## config.mk

```make
export PLATFORM = sky130hd
export DESIGN_NAME = stack_machine_execute_unit_flat
export DESIGN_NICKNAME = d
export VERILOG_FILES = /design/src/sme_pkg.sv /design/src/sme_if.sv /design/src/stack_machine_execute_unit.sv /design/src/flat_wrapper.sv
export SDC_FILE = /design/constraint.sdc
export NUM_CORES = 2
export LEC_CHECK = 0
export BUFFER_PORTS_ARGS = -buffer_cell sky130_fd_sc_hd__buf_2
export CORE_UTILIZATION = 55
export CTS_CLUSTER_DIAMETER = 30
export DETAILED_ROUTE_END_ITERATION = 16
export MAX_ROUTING_LAYER = met4
export PLACE_DENSITY = 0.71
export SLEW_MARGIN = 10
export SYNTH_ARGS = -nofsm -noshare
export SYNTH_HDL_FRONTEND = slang
export SYNTH_SLANG_ARGS = --single-unit
```

## constraint.sdc

```tcl
create_clock -name clk_i -period 10.5 [get_ports clk_i]
set_clock_uncertainty 0.2 [all_clocks]
set_input_delay 1.05 -clock clk_i [delete_from_list [all_inputs] [get_ports clk_i]]
set_output_delay 1.05 -clock clk_i [all_outputs]
set_load 0.03 [all_outputs]
```

## src/sme_pkg.sv

```systemverilog
// Package for the stack machine execute unit: opcodes, fault codes, FSM states.
// No dependencies.
`timescale 1ns / 1ps
package sme_pkg;

  typedef enum logic [3:0] {
    OP_PRINT = 4'd0, OP_DUP = 4'd1, OP_PUSH = 4'd2, OP_ADD = 4'd3,
    OP_SUB = 4'd4, OP_MUL = 4'd5, OP_DIV = 4'd6, OP_MOD = 4'd7,
    OP_LESS = 4'd8, OP_IF = 4'd9, OP_JUMP = 4'd10, OP_JUMPF = 4'd11,
    OP_CALL = 4'd12, OP_HALT = 4'd13, OP_ILL0 = 4'd14, OP_ILL1 = 4'd15
  } opcode_e;

  typedef enum logic [2:0] {
    FLT_NONE = 3'd0, FLT_UNDER = 3'd1, FLT_OVER = 3'd2,
    FLT_DIVZ = 3'd3, FLT_ILLEGAL = 3'd4
  } fault_e;

  typedef enum logic [2:0] {
    ST_IDLE, ST_RD0, ST_RD1, ST_EXEC, ST_DIV, ST_DONE
  } state_e;

endpackage

```

## src/sme_if.sv

```systemverilog
// Valid/ready channel interfaces for instruction and result words.
// Depends on nothing.
`timescale 1ns / 1ps
interface sme_in_if;
  logic        valid;
  logic        ready;
  logic [3:0]  opcode;
  logic signed [31:0] operand;
  modport source (output valid, opcode, operand, input ready);
  modport sink   (input valid, opcode, operand, output ready);
endinterface

interface sme_out_if;
  logic        valid;
  logic        ready;
  logic [1:0]  words_used;
  logic signed [31:0] pc_adjust;
  logic        print_valid;
  logic signed [31:0] print_value;
  logic        call_valid;
  logic [7:0]  call_index;
  logic        halted;
  logic [2:0]  fault;
  modport source (output valid, words_used, pc_adjust, print_valid, print_value,
                  call_valid, call_index, halted, fault, input ready);
  modport sink   (input valid, words_used, pc_adjust, print_valid, print_value,
                  call_valid, call_index, halted, fault, output ready);
endinterface

```

## src/stack_machine_execute_unit.sv

```systemverilog
// Top level of the stack machine execute unit: stack RAM, sequencer, serial divider.
// Depends on sme_pkg and the channel interfaces in sme_if.sv.
`timescale 1ns / 1ps
// One instruction word is taken at a time. Every instruction reads the top two
// stack entries from the stack RAM in successive cycles (one read per cycle,
// registered data) and writes back at most once. The word passes through ST_RD0,
// ST_RD1, ST_EXEC and ST_DONE; its result is registered on leaving ST_DONE, when
// the next word can be accepted. Div and mod without a fault also pass through
// ST_DIV, the one-bit-per-cycle restoring divider. The result sits in an output
// register; a new instruction runs while it waits, but cannot finish until taken.
module stack_machine_execute_unit import sme_pkg::*; #(
  parameter int STACK_DEPTH = 32,
  parameter int WORD_WIDTH  = 32
) (
  input  logic clk_i,
  input  logic rst_ni,
  sme_in_if.sink    in_i,
  sme_out_if.source out_o
);
  localparam int AW = (STACK_DEPTH > 1) ? $clog2(STACK_DEPTH) : 1;
  localparam int CW = $clog2(STACK_DEPTH + 1);
  localparam int DW = $clog2(WORD_WIDTH + 1);
  localparam logic [WORD_WIDTH-1:0] WSIGN = {1'b1, {(WORD_WIDTH-1){1'b0}}};

  logic [WORD_WIDTH-1:0] mem [STACK_DEPTH];
  logic [WORD_WIDTH-1:0] rdata_q;
  logic [AW-1:0] raddr, waddr;
  logic [WORD_WIDTH-1:0] wdata;
  logic we;

  state_e state_q, state_d;
  logic [CW-1:0] cnt_q, cnt_d;
  opcode_e op_q;
  logic [31:0] imm_q;
  logic [WORD_WIDTH-1:0] r_q, l_q, r_d, l_d;
  // divider
  logic [WORD_WIDTH-1:0] dq_q, dq_d, drem_q, drem_d, dmr_q, dmr_d;
  logic [DW-1:0] dcnt_q, dcnt_d;
  logic [WORD_WIDTH:0] trial;
  // output register
  logic ov_q, ov_d;
  logic [1:0] wu_q, wu_d;
  logic [31:0] adj_q, adj_d, pval_q, pval_d;
  logic pv_q, pv_d, cv_q, cv_d, hl_q, hl_d;
  logic [7:0] ci_q, ci_d;
  fault_e flt_q, flt_d;
  logic [WORD_WIDTH-1:0] res, imm_w, ml, mr;
  logic [2*WORD_WIDTH-1:0] prod;
  logic [CW-1:0] ncnt;

  assign in_i.ready = (state_q == ST_IDLE);
  assign imm_w = WORD_WIDTH'(signed'(imm_q));
  assign prod  = l_q * r_q;
  assign ml = l_q[WORD_WIDTH-1] ? -l_q : l_q;
  assign mr = r_q[WORD_WIDTH-1] ? -r_q : r_q;
  assign trial = {drem_q, dq_q[WORD_WIDTH-1]} - {1'b0, dmr_q};

  // stack RAM, registered read
  always_ff @(posedge clk_i) begin
    if (we) mem[waddr] <= wdata;
    rdata_q <= mem[raddr];
  end

  always_ff @(posedge clk_i or negedge rst_ni) begin
    if (!rst_ni) begin
      state_q <= ST_IDLE;
      cnt_q   <= '0;
      ov_q    <= 1'b0;
    end else begin
      state_q <= state_d;
      cnt_q   <= cnt_d;
      ov_q    <= ov_d;
    end
  end

  always_ff @(posedge clk_i) begin
    if (in_i.valid && in_i.ready) begin
      op_q  <= opcode_e'(in_i.opcode);
      imm_q <= in_i.operand;
    end
    r_q <= r_d; l_q <= l_d;
    dq_q <= dq_d; drem_q <= drem_d; dmr_q <= dmr_d; dcnt_q <= dcnt_d;
    wu_q <= wu_d; adj_q <= adj_d; pv_q <= pv_d; pval_q <= pval_d;
    cv_q <= cv_d; ci_q <= ci_d; hl_q <= hl_d; flt_q <= flt_d;
  end

  // next state
  always_comb begin
    state_d = state_q;
    unique case (state_q)
      ST_IDLE: if (in_i.valid) state_d = ST_RD0;
      ST_RD0:  state_d = ST_RD1;
      ST_RD1:  state_d = ST_EXEC;
      ST_EXEC: begin
        if ((op_q == OP_DIV || op_q == OP_MOD) && cnt_q >= CW'(2) && r_q != '0)
          state_d = ST_DIV;
        else state_d = ST_DONE;
      end
      ST_DIV:  if (dcnt_q == DW'(1)) state_d = ST_DONE;
      ST_DONE: if (!ov_q || out_o.ready) state_d = ST_IDLE;
      default: state_d = ST_IDLE;
    endcase
  end

  // datapath and outputs
  always_comb begin
    raddr = '0; waddr = AW'(cnt_q); wdata = '0; we = 1'b0;
    cnt_d = cnt_q; r_d = r_q; l_d = l_q; res = '0; ncnt = cnt_q;
    dq_d = dq_q; drem_d = drem_q; dmr_d = dmr_q; dcnt_d = dcnt_q;
    ov_d = ov_q; wu_d = wu_q; adj_d = adj_q; pv_d = pv_q; pval_d = pval_q;
    cv_d = cv_q; ci_d = ci_q; hl_d = hl_q; flt_d = flt_q;
    if (ov_q && out_o.ready) ov_d = 1'b0;
    unique case (state_q)
      ST_IDLE: raddr = AW'(cnt_q - CW'(1));
      ST_RD0: begin
        raddr = AW'(cnt_q - CW'(2));
        r_d = rdata_q;
      end
      ST_RD1:  l_d = rdata_q;
      ST_EXEC: begin
        // preload divider with magnitudes
        dq_d   = ml;
        drem_d = '0;
        dmr_d  = mr;
        dcnt_d = DW'(WORD_WIDTH);
      end
      ST_DIV: begin
        if (!trial[WORD_WIDTH]) begin
          drem_d = trial[WORD_WIDTH-1:0];
          dq_d   = {dq_q[WORD_WIDTH-2:0], 1'b1};
        end else begin
          drem_d = {drem_q[WORD_WIDTH-2:0], dq_q[WORD_WIDTH-1]};
          dq_d   = {dq_q[WORD_WIDTH-2:0], 1'b0};
        end
        dcnt_d = dcnt_q - DW'(1);
      end
      ST_DONE: begin
        if (!ov_q || out_o.ready) begin
          ov_d = 1'b1;
          wu_d = (op_q == OP_PUSH || op_q == OP_JUMP || op_q == OP_JUMPF ||
                  op_q == OP_CALL) ? 2'd2 : 2'd1;
          adj_d = '0; pv_d = 1'b0; pval_d = '0; cv_d = 1'b0; ci_d = '0;
          hl_d = 1'b0; flt_d = FLT_NONE;
          case (op_q)
            OP_PRINT: if (cnt_q < CW'(1)) flt_d = FLT_UNDER;
              else begin
                pv_d = 1'b1; pval_d = 32'(signed'(r_q)); ncnt = cnt_q - CW'(1);
              end
            OP_DUP: if (cnt_q < CW'(1)) flt_d = FLT_UNDER;
              else if (cnt_q >= CW'(STACK_DEPTH)) flt_d = FLT_OVER;
              else begin
                we = 1'b1; wdata = r_q; ncnt = cnt_q + CW'(1);
              end
            OP_PUSH: if (cnt_q >= CW'(STACK_DEPTH)) flt_d = FLT_OVER;
              else begin
                we = 1'b1; wdata = imm_w; ncnt = cnt_q + CW'(1);
              end
            OP_ADD, OP_SUB, OP_MUL, OP_DIV, OP_MOD, OP_LESS: begin
              if (cnt_q < CW'(2)) flt_d = FLT_UNDER;
              else if ((op_q == OP_DIV || op_q == OP_MOD) && r_q == '0)
                flt_d = FLT_DIVZ;
              else begin
                case (op_q)
                  OP_ADD:  res = l_q + r_q;
                  OP_SUB:  res = l_q - r_q;
                  OP_MUL:  res = prod[WORD_WIDTH-1:0];
                  OP_LESS: res = WORD_WIDTH'((l_q ^ WSIGN) < (r_q ^ WSIGN));
                  OP_DIV:  res = ((l_q ^ r_q) & WSIGN) != '0 ? -dq_q : dq_q;
                  default: res = l_q[WORD_WIDTH-1] ? -drem_q : drem_q;
                endcase
                we = 1'b1; wdata = res; waddr = AW'(cnt_q - CW'(2));
                ncnt = cnt_q - CW'(1);
              end
            end
            OP_IF: if (cnt_q < CW'(1)) flt_d = FLT_UNDER;
              else begin
                if (r_q != '0) adj_d = 32'd2;
                ncnt = cnt_q - CW'(1);
              end
            OP_JUMP: adj_d = imm_q;
            OP_JUMPF: if (cnt_q < CW'(1)) flt_d = FLT_UNDER;
              else begin
                if (r_q == '0) adj_d = imm_q;
                ncnt = cnt_q - CW'(1);
              end
            OP_CALL: begin cv_d = 1'b1; ci_d = imm_q[7:0]; end
            OP_HALT: hl_d = 1'b1;
            default: flt_d = FLT_ILLEGAL;
          endcase
          cnt_d = ncnt;
        end
      end
      default: ;
    endcase
  end

  assign out_o.valid       = ov_q;
  assign out_o.words_used  = wu_q;
  assign out_o.pc_adjust   = adj_q;
  assign out_o.print_valid = pv_q;
  assign out_o.print_value = pval_q;
  assign out_o.call_valid  = cv_q;
  assign out_o.call_index  = ci_q;
  assign out_o.halted      = hl_q;
  assign out_o.fault       = flt_q;
endmodule

```

## src/flat_wrapper.sv

```systemverilog
// flat-port wrapper written by rule: the top's interface ports become plain ports
module stack_machine_execute_unit_flat import sme_pkg::*;
#(
  parameter int STACK_DEPTH = 32,
  parameter int WORD_WIDTH  = 32
)
  (clk_i, rst_ni, in_i_valid, in_i_opcode, in_i_operand, in_i_ready, out_o_valid, out_o_words_used, out_o_pc_adjust, out_o_print_valid, out_o_print_value, out_o_call_valid, out_o_call_index, out_o_halted, out_o_fault, out_o_ready);
  sme_in_if in_i_i ();
  sme_out_if out_o_i ();
  input  logic clk_i;
  input  logic rst_ni;
  input wire logic [$bits(in_i_i.valid)-1:0] in_i_valid;
  input wire logic [$bits(in_i_i.opcode)-1:0] in_i_opcode;
  input wire logic [$bits(in_i_i.operand)-1:0] in_i_operand;
  output wire logic [$bits(in_i_i.ready)-1:0] in_i_ready;
  output wire logic [$bits(out_o_i.valid)-1:0] out_o_valid;
  output wire logic [$bits(out_o_i.words_used)-1:0] out_o_words_used;
  output wire logic [$bits(out_o_i.pc_adjust)-1:0] out_o_pc_adjust;
  output wire logic [$bits(out_o_i.print_valid)-1:0] out_o_print_valid;
  output wire logic [$bits(out_o_i.print_value)-1:0] out_o_print_value;
  output wire logic [$bits(out_o_i.call_valid)-1:0] out_o_call_valid;
  output wire logic [$bits(out_o_i.call_index)-1:0] out_o_call_index;
  output wire logic [$bits(out_o_i.halted)-1:0] out_o_halted;
  output wire logic [$bits(out_o_i.fault)-1:0] out_o_fault;
  input wire logic [$bits(out_o_i.ready)-1:0] out_o_ready;
  assign in_i_i.valid = in_i_valid;
  assign in_i_i.opcode = in_i_opcode;
  assign in_i_i.operand = in_i_operand;
  assign in_i_ready = in_i_i.ready;
  assign out_o_valid = out_o_i.valid;
  assign out_o_words_used = out_o_i.words_used;
  assign out_o_pc_adjust = out_o_i.pc_adjust;
  assign out_o_print_valid = out_o_i.print_valid;
  assign out_o_print_value = out_o_i.print_value;
  assign out_o_call_valid = out_o_i.call_valid;
  assign out_o_call_index = out_o_i.call_index;
  assign out_o_halted = out_o_i.halted;
  assign out_o_fault = out_o_i.fault;
  assign out_o_i.ready = out_o_ready;
  stack_machine_execute_unit #(.STACK_DEPTH(STACK_DEPTH), .WORD_WIDTH(WORD_WIDTH)) u_core (.clk_i(clk_i), .rst_ni(rst_ni), .in_i(in_i_i), .out_o(out_o_i));
endmodule
```

Word-level counts from Yosys, hierarchy flattened
Memory sizes are Yosys's and may differ from the RTL's. A register that Yosys moved wholly into a read port is not among the register bits. Index checks and enable logic that the tools add are counted.

Register bits: 292. Bits in writable memories: 1024. Input bits: 40. Output and inout bits: 82. Memories: 1.

Add/sub/neg operators: 11. Multiply operators: 1. Order comparisons: 5. Equality and inequality tests: 26. Multiplexer cells: 62. Bitwise logic cells: 4. Reductions and logical operators: 24.

Memories: u_core.mem (depth 32, width 32, read ports 1, clocked after memory_dff 1, write ports 1, line stack_machine_execute_unit.sv:25) `logic [WORD_WIDTH-1:0] mem [STACK_DEPTH];`.

Operators with widths (count): $mux 32 (14); $pmux 32 s3 (2); $pmux 32 s5 (1); $neg 32->32 (4); $pmux 32 s2 (2); $sub 33x32->33 (1); $add 32x32->32 (1); $logic_not 32->1 (1); $lt 32x32->1 (1); $mul 32x32->32 (1); $reduce_bool 32->1 (1); $sub 32x32->32 (1); $xor 32x32->32 (1); $mux 31 (1); $mux 6 (5); $mux 5 (5); $eq 4x4->1 const B (6); $pmux 6 s4 (1); $pmux 3 s6 (1); $mux 1 (17); $eq 4x3->1 const B (4); $mux 3 (5); $pmux 3 s5 (1); $pmux 6 s2 (1); 32 further kinds (55).

Depth between registers and ports, before layout
Word-level depth: 10. Gate-level depth with buffers: 28. Gate-level depth less buffers: 26.

Least setup slack after synthesis
Ideal clock, no wire load.

Path type: register to register. From: register u_core.r_q[5]. To: memory u_core.mem[0][31] (data pin). Arrival time: 8.264 ns. Required time: 9.827 ns. Path slack: 1.563 ns. Cell stages (with the launch flop): 27. Cells stage by stage: edfxtp_1 clkbuf_1 clkbuf_1 and2_1 fa_1 fa_1 fa_1 inv_1 fa_1 inv_1 fa_1 inv_1 fa_1 inv_1 fa_1 fa_1 ha_1 a21oi_1 nor2b_1 o21ai_0 nand2b_1 a221o_1 a2111oi_0 o21a_1 o21ai_0 xnor2_1 o32ai_1.

Cells in the longest elaborated chain, start to end: 7. Elaborated cells between the ends (all ways): 11. Classes of those cells: add/sub: 2; mul: 1; mux: 6; reduce/logical: 2.

RTL lines: from (decl) (line stack_machine_execute_unit.sv:35) `logic [WORD_WIDTH-1:0] r_q, l_q, r_d, l_d;`; from (signal assigned) (line stack_machine_execute_unit.sv:81) `r_q <= r_d; l_q <= l_d;`; $mul 32x32->32, or another cell as far along (line stack_machine_execute_unit.sv:53) `assign prod = l_q * r_q;`; $pmux 32 s5 or $logic_and 1x1->1 (tied branches) (line stack_machine_execute_unit.sv:163, stack_machine_execute_unit.sv:160); $mux 32 (*) (line stack_machine_execute_unit.sv:160) `else if ((op_q == OP_DIV || op_q == OP_MOD) && r_q == '0)`; $mux 32 (*) (line stack_machine_execute_unit.sv:159) `if (cnt_q < CW'(2)) flt_d = FLT_UNDER;`; $pmux 32 s3 (*) (line stack_machine_execute_unit.sv:144) `case (op_q)`; $mux 32 (*) (line stack_machine_execute_unit.sv:138) `if (!ov_q || out_o.ready) begin`; $mux 32 (*) (line stack_machine_execute_unit.sv:113) `unique case (state_q)`; via u_core.wdata[31] (line stack_machine_execute_unit.sv:28) `logic [WORD_WIDTH-1:0] wdata;`; to (decl) (line stack_machine_execute_unit.sv:25).

Mark *: on every way through the listed nets, which the timed path passes. The rest lies on a longest branch.

Final worst setup path
From: register u_core.r_q[7]. To: memory u_core.mem[11][31] (data pin).

Same word-level chain as after synthesis.

==> summary.md <==
| Metric | Value |
|---|---|
| Pins Over Slew Limit | `0` |
| Critical path arrival | `9390 ps` |
| Number of flip-flops under the largest register name | `1024` |
| Hpwl dp | `147000 um` |
| Final hold viol count | `0` |
| Routed vias | `55600` |
| Worst-path cell chain | `and2_1 > fa_1 > fa_1 > fa_1 > inv_1 > fa_1 > inv_1 > fa_1 > inv_1 > fa_1 > inv_1 > fa_1 > fa_1 > ha_1 > a21oi_1 > nor2b_1 > o21ai_0 > nand2b_1 > a221o_1 > a2111oi_0 > o21a_1 > o21ai_0 > xnor2_1 > o32ai_4` |
| Clock Tree Root | `clkbuf_16` |
| Setup violators final | `0` |
| Worst Path Max Fanout | `32` |
| Most frequent cells in the layout | `edfxtp_1 (1306), nand2_1 (902), inv_1 (481)` |
| Register area share after synthesis | `52.5%` |
| Status | `completed` |
| Clock Sinks | `1348` |
| Critical path startpoint | `u_core.r_q[7]` |
| Max-slew headroom | `5.06%` |
| Grt total ovfl | `0` |
| Final wirelength | `240000 um` |
| Row cnt | `136` |
| F_max | `0.110 GHz` |
| Yosys reg bits | `1348` |
| Hold Crit Class | `in -> reg` |
| Pre-CTS setup slack | `1530 ps` |
| Clock Latency Late Sink | `900 ps` |
| Starting DRC count in detailed routing | `6801` |
| Critical-path top delay cell | `edfxtp_1` |
| Initial Util | `55.5%` |
| CTS tree | `done` |
| Placed insts | `8178` |
| Most frequent CP cell | `fa_1` |
| Period Utilization, post-route | `86.7%` |
| Port Buffer Count | `121` |
| First-pass GRT wire length | `350000 um` |
| Max incr delay on CP | `910 ps` |
| Via density | `6.40` |
| Maxcap violations | `0` |
| Final #Nets | `7375` |
| Startpoint type of the worst setup path | `flip-flop` |
| Post-layout min period | `9100 ps` |
| Synth Area per Inst | `11.7 um^2` |
| Area grow syn2layout | `16.8%` |
| CP Buf/Inv Count | `4` |
| Crit Path Class | `reg -> reg` |
| Post-CTS sizing | `0` |
| Width of the die | `375 um` |
| Synth unique cells | `84` |
| Total track usage | `34.9%` |
| R2R cell count | `24` |
| CP Capture Type | `flip-flop` |
| EDFF count, synth | `1306` |
| Synthesis Warnings | `0` |
| H-tree levels | `5` |
| Core ar. | `138000 um^2` |
| RePlAce Congestion | `1.03` |
| Hold wc startpoint | `in_i_operand[16]` |
| Mapped Cells | `6554` |
| Critical path's top delay family | `adder cells` |
| Final setup margin | `1400 ps` |
| Die Ht | `375 um` |
| Die area | `140000 um^2` |
| Layout cells sized above 1 | `12.4%` |
| Ys flop type | `edfxtp_1` |
| Asr flop ratio synth | `0.742%` |
| Commonest non-fill, non-tap cell in the layout | `edfxtp_1` |
| CTS clk-pin slew, worst paths | `50 ps` |
| Worst r2r src | `u_core.r_q[7]` |
| Setup_tns | `0 ps` |
| Critical path data required time | `10790 ps` |
| Vias in the first global route | `55000` |
| First-pass DRT Iterations | `8` |
| Post-Syn Area | `76400 um^2` |
| WL/cell | `27.5 um` |
| Worst Tran Pin Value | `1420 ps` |
| Residual DRC count | `0` |
| WP depth | `24` |
| Biggest register | `u_core.mem` |
| Clock buffer count from CTS | `292` |
| Largest net degree at the start of global routing | `203` |
| # IOs | `122` |
| RSZ-0062 raised after global routing | `false` |
| Layout Utilization | `64.8%` |
| Antenna violations before repair | `9` |
| Final ANT Viol Nets | `0` |
| Clock buffer depth | `4` |
| Syn Nets | `7249` |
| Hold depth | `1` |
| Final cell count without fillers | `8700` |
==> kinds of logic (layout without fill, tap and decap cells) <==
group / count (synthesis) / count (layout) / share of synthesized area [%]
compound gates: 1319 / 1319 / 11.9
xor+xnor: 299 / 299 / 3.43
fa+ha+maj: 655 / 655 / 14.8
buf+inv: 941 / 1287 / 4.66
flops: 1348 / 1348 / 52.5
mux: 31 / 31 / 0.408
other cells: 0 / 6 / 0
simple gates: 1961 / 1961 / 12.3
==> layer usage <==
| layer | routed length, um | global-route usage [%] |
|---|---|---|
| met3 | 24300 | 7.06 |
| met2 | 111000 | 53.6 |
| met1 | 86800 | 42.5 |
| met4 | 17000 | 21.7 |
| met5 | 0 | - |
==> cells in the mapped netlist, types with 18 or more instances <==
cell / n / area share [%]
a222oi_1: 23 / 0.30
xor2_1: 94 / 1.1
fa_1: 410 / 11
xnor2_1: 205 / 2.4
a31oi_1: 145 / 1.2
and3_1: 271 / 2.2
nand2b_1: 18 / 0.15
o21ai_0: 147 / 0.96
nor3_1: 82 / 0.54
clkbuf_1: 435 / 2.1
o31ai_1: 40 / 0.39
edfxtp_1: 1306 / 51
nor2_1: 227 / 1.1
a21oi_1: 237 / 1.6
o21a_1: 24 / 0.24
nand2_1: 906 / 4.5
a211oi_1: 363 / 3.6
nand4_1: 22 / 0.18
and2_1: 305 / 2.5
ha_1: 245 / 4.0
inv_1: 481 / 2.4
a22oi_1: 18 / 0.18
a21o_1: 71 / 0.70
a311oi_1: 131 / 1.5
nand3_1: 32 / 0.21
mux2i_1: 30 / 0.39
nor2b_1: 20 / 0.16
dfxtp_1: 32 / 0.84
==> stage by stage <==
step / cell area (um^2) / hold WS, ps
after floorplan: 76400 / 204
after global placement: 79300 / 207
after detailed placement: 79300 / 217
after CTS: 89200 / 116
after global routing: 89200 / 123
final: 89200 / 155
==> timing repair <==
action,4_1_cts,5_1_grt
setup buffers,0,0
endpoints found under the hold margin,10,0
hold buffers,1,0
==> path summary, 6_finish.rpt <==
check	to	slack, ps
setup / recovery	u_core.mem[11][31]	1400
hold / removal	u_core.imm_q[16]	150
setup reg to reg	u_core.mem[11][31]	1400
hold reg to reg	u_core.l_q[25]	220
max in group asynchronous	u_core.cnt_q[5]	9490
min in group asynchronous	u_core.out_o.valid	390
==> layout make-up <==
class,count,area [um^2]
fillers,9952,48400
flip-flops and latches,1348,40100
multi-input cells,4265,33200
clock buffers,332,7660
well taps,1794,2240
clock inverters,182,2210
repair buffers,288,1920
inverters,485,1820
diodes,6,15.0
Power is not shown: default switching activity piles up to over one toggle a cycle in this logic, so the estimate is an artifact.
